[src/hdl/oal_pkg.sv]
`default_nettype none
// ----------------------------------------------------------------------------
// oal_pkg
// Shared constants and types of the ordered array list: sizes, operation
// codes and the command word that is broadcast to every cell of the chain.
// ----------------------------------------------------------------------------
package oal_pkg;

    localparam int DEPTH    = 64;
    localparam int MODE_W   = 2;
    localparam int POS_W    = 7;
    localparam int VAL_W    = 16;
    localparam int IDX_W    = (DEPTH > 1) ? $clog2(DEPTH) : 1;
    localparam int CNT_W    = $clog2(DEPTH + 1);
    // compare width, roomy enough for count + 1 and for any position
    localparam int CMP_W    = ((CNT_W > POS_W) ? CNT_W : POS_W) + 1;

    // first-match search: groups of GRP_SIZE cells, one register level per group
    localparam int GRP_SIZE = 8;
    localparam int GRP_W    = $clog2(GRP_SIZE);
    localparam int NGRP     = (DEPTH + GRP_SIZE - 1) / GRP_SIZE;
    localparam int NGRP_W   = (NGRP > 1) ? $clog2(NGRP) : 1;

    localparam logic [MODE_W-1:0] MODE_INSERT = 2'd0;
    localparam logic [MODE_W-1:0] MODE_DELETE = 2'd1;
    localparam logic [MODE_W-1:0] MODE_LOCATE = 2'd2;

    typedef struct packed {
        logic                    ins;    // shift up from pos, load value at pos
        logic                    del;    // shift down from pos
        logic [IDX_W-1:0]        pos;    // 0-based position
        logic [CMP_W-1:0]        count;  // entries held before the operation
        logic signed [VAL_W-1:0] value;
    } t_bcast;

    typedef struct packed {
        logic             hit;
        logic [IDX_W-1:0] idx;
    } t_find;

endpackage
`default_nettype wire

[src/hdl/oal_cell.sv]
`default_nettype none
// ----------------------------------------------------------------------------
// oal_cell
// One list slot: holds an entry, takes its left neighbor's entry or the new
// value on insert, its right neighbor's on delete, and flags a search match.
// ----------------------------------------------------------------------------
module oal_cell (
    input  wire logic                            i_clk,
    input  wire logic [oal_pkg::IDX_W-1:0]       i_idx,
    input  wire oal_pkg::t_bcast                 i_cmd,
    input  wire logic signed [oal_pkg::VAL_W-1:0] i_left,
    input  wire logic signed [oal_pkg::VAL_W-1:0] i_right,
    output logic signed [oal_pkg::VAL_W-1:0]     o_entry,
    output logic                                 o_match
);
    import oal_pkg::*;

    logic signed [VAL_W-1:0] r_entry;
    logic signed [VAL_W-1:0] n_entry;
    logic                    r_match;
    logic                    n_match;

    always_comb begin
        n_entry = r_entry;
        if (i_cmd.ins) begin
            if (i_idx > i_cmd.pos) begin
                n_entry = i_left;
            end else if (i_idx == i_cmd.pos) begin
                n_entry = i_cmd.value;
            end
        end else if (i_cmd.del) begin
            if (i_idx >= i_cmd.pos) begin
                n_entry = i_right;
            end
        end
        // only held entries take part in the search
        n_match = (r_entry == i_cmd.value) && (CMP_W'(i_idx) < i_cmd.count);
    end

    always_ff @(posedge i_clk) begin
        r_entry <= n_entry;
        r_match <= n_match;
    end

    assign o_entry = r_entry;
    assign o_match = r_match;

endmodule
`default_nettype wire

[src/hdl/oal_find.sv]
`default_nettype none
// ----------------------------------------------------------------------------
// oal_find
// First-match search over the cell match flags: a registered per-group
// priority encode, then a priority pick across the groups.
// ----------------------------------------------------------------------------
module oal_find (
    input  wire logic                      i_clk,
    input  wire logic [oal_pkg::DEPTH-1:0] i_match,
    output oal_pkg::t_find                 o_find
);
    import oal_pkg::*;

    logic [NGRP*GRP_SIZE-1:0] w_pad;
    logic [NGRP-1:0]          r_hit;
    logic [NGRP-1:0]          n_hit;
    logic [GRP_W-1:0]         r_low [NGRP];
    logic [GRP_W-1:0]         n_low [NGRP];
    logic [NGRP_W-1:0]        w_grp;
    logic                     w_any;

    always_comb begin
        w_pad = '0;
        w_pad[DEPTH-1:0] = i_match;
        for (int g = 0; g < NGRP; g++) begin
            n_hit[g] = |w_pad[g*GRP_SIZE +: GRP_SIZE];
            n_low[g] = '0;
            for (int k = GRP_SIZE - 1; k >= 0; k--) begin
                if (w_pad[g*GRP_SIZE + k]) begin
                    n_low[g] = GRP_W'(k);
                end
            end
        end
    end

    always_ff @(posedge i_clk) begin
        r_hit <= n_hit;
        r_low <= n_low;
    end

    always_comb begin
        w_grp = '0;
        w_any = 1'b0;
        for (int g = NGRP - 1; g >= 0; g--) begin
            if (r_hit[g]) begin
                w_grp = NGRP_W'(g);
                w_any = 1'b1;
            end
        end
        o_find.hit = w_any;
        o_find.idx = IDX_W'({w_grp, r_low[w_grp]});
    end

endmodule
`default_nettype wire

[src/hdl/ordered_array_list.sv]
`default_nettype none
// ----------------------------------------------------------------------------
// ordered_array_list
// Bounded positional list of signed 16-bit entries kept in a chain of cells.
// ----------------------------------------------------------------------------
// Input channel i_valid/o_ready carries one operation word: i_mode (insert,
// delete, locate), a 1-based i_position and i_value. Output channel
// o_valid/i_ready returns one result word per operation: o_ok, o_found_at
// (first matching position on locate, else 0) and o_count_now.
// Each accepted operation is registered, then passes a step in which every cell
// shifts or compares at once, the per-group match encode and the pick across
// groups that loads the output register. One word is in flight at a time:
// no new word is taken until the current one has loaded the output register.
// Reset empties the list (count zero); entry storage is not cleared and is
// never read before written.
// When the receiver stalls the result holds in the output register and the
// next operation waits in its last step until the register frees up.
// ----------------------------------------------------------------------------
module ordered_array_list (
    input  wire logic                              i_clk,
    input  wire logic                              i_rst_n,
    input  wire logic                              i_valid,
    output logic                                   o_ready,
    input  wire logic [oal_pkg::MODE_W-1:0]        i_mode,
    input  wire logic [oal_pkg::POS_W-1:0]         i_position,
    input  wire logic signed [oal_pkg::VAL_W-1:0]  i_value,
    output logic                                   o_valid,
    input  wire logic                              i_ready,
    output logic                                   o_ok,
    output logic [oal_pkg::POS_W-1:0]              o_found_at,
    output logic [oal_pkg::POS_W-1:0]              o_count_now
);
    import oal_pkg::*;

    localparam logic [1:0] S_IDLE = 2'd0;
    localparam logic [1:0] S_EXEC = 2'd1;
    localparam logic [1:0] S_GRP  = 2'd2;
    localparam logic [1:0] S_FIN  = 2'd3;

    logic [1:0]              r_state;
    logic [1:0]              n_state;
    logic [MODE_W-1:0]       r_mode;
    logic [POS_W-1:0]        r_position;
    logic signed [VAL_W-1:0] r_value;
    logic [CNT_W-1:0]        r_count;
    logic [CNT_W-1:0]        n_count;
    logic                    r_ok;
    logic                    r_out_valid;
    logic                    r_out_ok;
    logic [POS_W-1:0]        r_out_found_at;
    logic [POS_W-1:0]        r_out_count_now;

    logic [CMP_W-1:0]        w_pos;
    logic [CMP_W-1:0]        w_cnt;
    logic                    w_ins_ok;
    logic                    w_del_ok;
    logic                    w_out_free;
    logic                    w_done;
    t_bcast                  w_cmd;
    t_find                   w_find;
    logic signed [VAL_W-1:0] w_entry [DEPTH];
    logic [DEPTH-1:0]        w_match;

    assign w_pos      = CMP_W'(r_position);
    assign w_cnt      = CMP_W'(r_count);
    assign w_ins_ok   = (r_mode == MODE_INSERT) && (w_pos != '0)
                        && (w_pos <= w_cnt + CMP_W'(1)) && (w_cnt < CMP_W'(DEPTH));
    assign w_del_ok   = (r_mode == MODE_DELETE) && (w_pos != '0) && (w_pos <= w_cnt);
    assign w_out_free = !r_out_valid || i_ready;
    assign w_done     = (r_state == S_FIN) && w_out_free;

    always_comb begin
        w_cmd.ins   = (r_state == S_EXEC) && w_ins_ok;
        w_cmd.del   = (r_state == S_EXEC) && w_del_ok;
        w_cmd.pos   = IDX_W'(w_pos - CMP_W'(1));
        w_cmd.count = w_cnt;
        w_cmd.value = r_value;
    end

    genvar gi;
    generate
        for (gi = 0; gi < DEPTH; gi++) begin : g_cell
            logic signed [VAL_W-1:0] w_left;
            logic signed [VAL_W-1:0] w_right;
            if (gi == 0) begin : g_first
                assign w_left = r_value;
            end else begin : g_mid_l
                assign w_left = w_entry[gi-1];
            end
            if (gi == DEPTH - 1) begin : g_last
                assign w_right = w_entry[gi];
            end else begin : g_mid_r
                assign w_right = w_entry[gi+1];
            end
            oal_cell u_cell (
                .i_clk   (i_clk),
                .i_idx   (IDX_W'(gi)),
                .i_cmd   (w_cmd),
                .i_left  (w_left),
                .i_right (w_right),
                .o_entry (w_entry[gi]),
                .o_match (w_match[gi])
            );
        end
    endgenerate

    oal_find u_find (
        .i_clk   (i_clk),
        .i_match (w_match),
        .o_find  (w_find)
    );

    always_comb begin
        n_state = r_state;
        n_count = r_count;
        case (r_state)
            S_IDLE: begin
                if (i_valid) begin
                    n_state = S_EXEC;
                end
            end
            S_EXEC: begin
                n_state = S_GRP;
                if (w_ins_ok) begin
                    n_count = r_count + CNT_W'(1);
                end else if (w_del_ok) begin
                    n_count = r_count - CNT_W'(1);
                end
            end
            S_GRP: begin
                n_state = S_FIN;
            end
            S_FIN: begin
                if (w_out_free) begin
                    n_state = S_IDLE;
                end
            end
            default: begin
                n_state = S_IDLE;
            end
        endcase
    end

    always_ff @(posedge i_clk) begin
        if (!i_rst_n) begin
            r_state     <= S_IDLE;
            r_count     <= '0;
            r_out_valid <= 1'b0;
        end else begin
            r_state <= n_state;
            r_count <= n_count;
            if (w_done) begin
                r_out_valid <= 1'b1;
            end else if (i_ready) begin
                r_out_valid <= 1'b0;
            end
        end
    end

    // payload registers
    always_ff @(posedge i_clk) begin
        if (r_state == S_IDLE && i_valid) begin
            r_mode     <= i_mode;
            r_position <= i_position;
            r_value    <= i_value;
        end
        if (r_state == S_EXEC) begin
            r_ok <= w_ins_ok || w_del_ok;
        end
        if (w_done) begin
            r_out_count_now <= POS_W'(r_count);
            if (r_mode == MODE_LOCATE) begin
                r_out_ok       <= w_find.hit;
                r_out_found_at <= w_find.hit ? POS_W'(CNT_W'(w_find.idx) + CNT_W'(1)) : '0;
            end else begin
                r_out_ok       <= r_ok;
                r_out_found_at <= '0;
            end
        end
    end

    assign o_ready     = (r_state == S_IDLE);
    assign o_valid     = r_out_valid;
    assign o_ok        = r_out_ok;
    assign o_found_at  = r_out_found_at;
    assign o_count_now = r_out_count_now;

endmodule
`default_nettype wire

[config.mk]
export PLATFORM = sky130hd
export DESIGN_NAME = ordered_array_list
export DESIGN_NICKNAME = d
export VERILOG_FILES = /design/src/hdl/oal_pkg.sv /design/src/hdl/oal_cell.sv /design/src/hdl/oal_find.sv /design/src/hdl/ordered_array_list.sv
export SDC_FILE = /design/constraint.sdc
export NUM_CORES = 2
export LEC_CHECK = 0
export BUFFER_PORTS_ARGS = -buffer_cell sky130_fd_sc_hd__buf_4
export CAP_MARGIN = 20
export CORE_ASPECT_RATIO = 1.2
export CORE_MARGIN = 2
export CORE_UTILIZATION = 45
export CTS_CLUSTER_DIAMETER = 150
export CTS_CLUSTER_SIZE = 30
export DETAILED_ROUTE_END_ITERATION = 8
export SLEW_MARGIN = 10
export SYNTH_ARGS = -nofsm -noshare
export SYNTH_HDL_FRONTEND = slang
export SYNTH_SLANG_ARGS = --single-unit
[constraint.sdc]
create_clock -name i_clk -period 4.32 [get_ports i_clk]
set_clock_uncertainty 0.1 [all_clocks]
set_input_delay 0.864 -clock i_clk [delete_from_list [all_inputs] [get_ports i_clk]]
set_output_delay 0.864 -clock i_clk [all_outputs]
set_load 0.03 [all_outputs]
==> impl_results.md <==
* Status: finished, final reports clean
* Yosys cell types at 70
* Vias in the first global route at 50440
* Core area at 0.1548 mm2
* Final min period at 3.895 ns
* CP max FO at 16
* Arrival time worst endpoint at 4.13 ns
* Final HPWL DP at 160700 um
* CP bufs+invs at 4
* CTS tree: yes
* Initial DRC Count at 5235
* Final slew viol count at 0
* Placed cells at 8661
* RSZ-0062 raised after global routing: no
* Global-route wire length before repair at 329600 um
* Async SR Flop Fraction at 0
* Crit path kind: flop to flop
* Critical path depth at 14
* Post-DR wirelength/cell at 25.32 um
* Syn_area_per_cell at 10.31 um2
* Clock Pin Slew Worst Setup and Hold Paths at 0.13 ns
* Total Neg Setup Slack at 0 ns
* Pin count of the biggest net entering global routing at 159
* CP max stage cell: inv_1
* # IOs at 46
* Clock sink count at 1171
* Routed WL at 221400 um
* Achievable Freq at 256.8 MHz
* GR Overflow Total at 0
* Seq/Total Area, Yosys at 0.4850
* Critical Path Source Type: flop
* VDD IR max at 0.3903 mV
* PostCTS Resize Cnt at 0
* Port Buffer Count at 45
* Worst Setup End Kind: flop
* Switching Share at 0.3985
* Row count at 158
* P per Cell Area at 464.7 mW/mm2
* Die Y-Extent at 437.0 um
* Slew HR at 0.2181
* Final hold viol count at 0
* Post-CTS Setup Bufs at 0
* Gr usage total at 0.2706
* Max-cap violations at 0
* Reg2Reg Depth at 14
* Sw Pwr at 13.94 mW
* Fillers at 14290
* Overall Power at 34.97 mW
* CTS root buffer: clkbuf_16
* Hold Crit Depth at 1
* P&R area growth vs syn at 7.013%
* Gp weighted congestion at 0.9654
* Cts hold-fix bufs at 0
* Die extent in x at 364.8 um
* Clock buffer depth at 3
* Post-synthesis register bit count at 1171
* Crit path max-delay family: buffers and inverters
* Mapped Area at 0.07031 mm2
* Final Cycle Share at 0.9015
* Reg2reg start: r_count[0]$_SDFFE_PN0P_
* Drt pass-1 iters at 6
* Post-synth EDFFs at 1065
* Remaining DRCs at 0
* Req. time, crit path at 4.56 ns
* Layout cells sized above 1 at 0.07804
* Leakage power at 29.10 nW
* Worst slew pin tran at 1.173 ns
* Cells after synthesis at 6823
* H-tree depth at 2
* Multi-input logic area at 0.03397 mm2
* DR vias at 51330
* Hold crit path type: input port to flop
* Vias per cell at 5.870
* Crit path largest cell delay at 0.50 ns
* Hold Path End: g_cell[0].w_left[6]$_DFFE_PP_
* Clock network power share at 0.165
* # setup viols final at 0
* Synth Net Count at 6878
* Die area at 0.1594 mm2
* Initial Util at 0.4542
* R2r endpoint: g_cell[31].u_cell.o_entry[14]$_DFFE_PP_
* Register Area at 0.03410 mm2
* Most common flop cell mapped by yosys: edfxtp_1
* Hold path start: i_value[6]
* P_int at 21.03 mW
* Critical-path cell list: inv_1, nor3_2, nand2_1, xnor2_1, ha_1, a21o_1, a21oi_1, o211ai_1, a21oi_1, buf_4, or2_2, nand3_1, buf_4, inv_1
* Reg-to-reg setup timing slack at 0.43 ns
* Initial antenna violation count at 5
* Comb power frac at 0.420
* Synth warn at 0
* Final std cells w/o fill at 8745
* Insertion delay to the later sink of the worst-skew pair at 0.70 ns
* Final nets at 6684
* Total CTS buffers at 45
* Flop pwr share at 0.414
* Post-route ant nets at 0
[registers in the layout, indices dropped and copies added (netlist names)]
name / cells
o_found_at: 7
o_ok: 1
r_mode: 2
o_count_now: 7
o_valid: 1
u_find.r_hit: 8
r_state: 2
g_cell.w_left: 16
u_find.r_low: 24
g_cell.u_cell.o_entry: 1024
r_position: 7
r_ok: 1
r_count: 7
g_cell.u_cell.o_match: 64
[worst register-to-register path: cells and delay by family, from the launching register on]
family,cells,cell delay [ns]
buffers and inverters,4,1.18
AND/OR/NAND/NOR,4,0.79
AO/OA/AOI/OAI,4,0.56
flip-flops,1,0.38
adder cells (fa/ha/maj),1,0.29
XOR/XNOR,1,0.24
[worst max-delay path by stage]
stage | start | endpoint | slack [ns]
2_1_floorplan | r_count[2]$_SDFFE_PN0P_ | g_cell[4].u_cell.o_entry[0]$_DFFE_PP_ | -0.35
3_3_place_gp | r_count[0]$_SDFFE_PN0P_ | g_cell[31].u_cell.o_entry[14]$_DFFE_PP_ | 0.48
3_5_place_dp | r_count[0]$_SDFFE_PN0P_ | g_cell[31].u_cell.o_entry[10]$_DFFE_PP_ | 0.47
4_1_cts | r_count[0]$_SDFFE_PN0P_ | g_cell[31].u_cell.o_entry[10]$_DFFE_PP_ | 0.45
5_1_grt | r_count[0]$_SDFFE_PN0P_ | g_cell[39].u_cell.o_entry[2]$_DFFE_PP_ | 0.11
6_report | r_count[0]$_SDFFE_PN0P_ | g_cell[31].u_cell.o_entry[14]$_DFFE_PP_ | 0.43
[power groups by stage]
stage | logic (mW) | clock network, mW | registers [mW]
6_report | 14.7 | 5.78 | 14.5
5_1_grt | 15.6 | 6.18 | 14.6
4_1_cts | 14.6 | 5.88 | 14.5
3_5_place_dp | 14.5 | 0 | 14.7
3_3_place_gp | 14.3 | 0 | 14.7
2_1_floorplan | 10.2 | 0 | 14.3
[placed cells by master (no fill, tap or decap), drive strengths merged, types with 3 or more instances in the layout]
| cell type | instances |
|---|---|
| and2 | 4 |
| nor2 | 205 |
| clkinv | 6 |
| ha | 26 |
| o21ai | 998 |
| nand3 | 56 |
| buf | 318 |
| a211oi | 6 |
| nor4 | 216 |
| mux2i | 944 |
| nand2 | 1155 |
| o22ai | 3 |
| nand2b | 5 |
| inv | 31 |
| a21boi | 4 |
| clkbuf | 79 |
| nor3 | 60 |
| a21oi | 85 |
| nand4 | 94 |
| or4 | 3 |
| edfxtp | 1065 |
| or2 | 4 |
| o21bai | 3 |
| o211ai | 4 |
| dfxtp | 106 |
| xnor2 | 380 |
| or3 | 4 |
| xor2 | 662 |
| a31oi | 57 |
| a2111oi | 10 |
| nor2b | 16 |
| mux2 | 18 |
| o2111ai | 18 |
[final cells by class]
type / instances / share of cell area
repair buffers: 318 / 0.04150
diodes: 2 / 0.00006651
multi-input cells: 5057 / 0.4515
clock inverters: 2 / 0.0006319
clock buffers: 79 / 0.01666
flip-flops and latches: 1171 / 0.4532
inverters: 36 / 0.001829
well taps: 2080 / 0.03459
[per-stage QoR]
stage                     instance area [um2]  hold slack (ns)  utilization  setup slack (ns)
after CTS                               75220           0.1964       0.4860            0.4454
after global placement                  73890           0.3287       0.4774            0.4759
final                                   75240           0.2357       0.4861            0.4254
after global routing                    75240           0.2126       0.4861            0.1140
after detailed placement                73920           0.3293       0.4776            0.4688
after floorplan                         70460           0.3064            -           -0.3489
[synth_stat cells (all sizes together), types with 2 or more instances]
master      n  share of area
nand2    1155          0.062
edfxtp   1065           0.45
o21ai     998          0.072
mux2i     944           0.13
xor2      662          0.083
clkbuf    386          0.021
xnor2     380          0.047
nor4      216          0.019
nor2      205          0.013
buf       173          0.013
dfxtp     106          0.030
nand4      94         0.0084
a21oi      85         0.0071
nor3       60         0.0045
a31oi      57         0.0051
nand3      56         0.0042
inv        30         0.0016
ha         26         0.0046
mux2       18         0.0029
o2111ai    18         0.0022
nor2b      16         0.0014
a2111oi    10         0.0012
a211oi      6        0.00071
clkinv      6        0.00032
nand2b      5        0.00044
a21boi      4        0.00043
and2        4        0.00036
o211ai      4        0.00043
or2         4        0.00039
or3         4        0.00036
o21bai      3        0.00032
o22ai       3        0.00027
or4         3        0.00032
a21o        2        0.00021
o21a        2        0.00021
o31ai       2        0.00021
o32ai       2        0.00036
[per-layer routing]
metal | part of all wire | up-vias | GRT usage | wire length (um)
li1 | - | 23790 | - | -
met1 | 0.42 | 25550 | 0.3610 | 93900
met2 | 0.48 | 1633 | 0.4573 | 107400
met3 | 0.052 | 354 | 0.02523 | 11460
met4 | 0.039 | 4 | 0.09544 | 8699
met5 | 0.000095 | - | 0 | 21
[cells by family (layout without fill, tap and decap cells)]
group	count (synthesis)	in the layout	share of synthesized area
buffers and inverters	595	435	0.03580
adder cells (fa/ha/maj)	26	26	0.004627
other	0	2	0
multiplexers	962	962	0.1373
flip-flops	1171	1171	0.4850
XOR/XNOR	1042	1042	0.1302
AO/OA/AOI/OAI	1202	1202	0.09170
AND/OR/NAND/NOR	1825	1825	0.1154
Note: power is estimated with default switching activity, not from simulation.
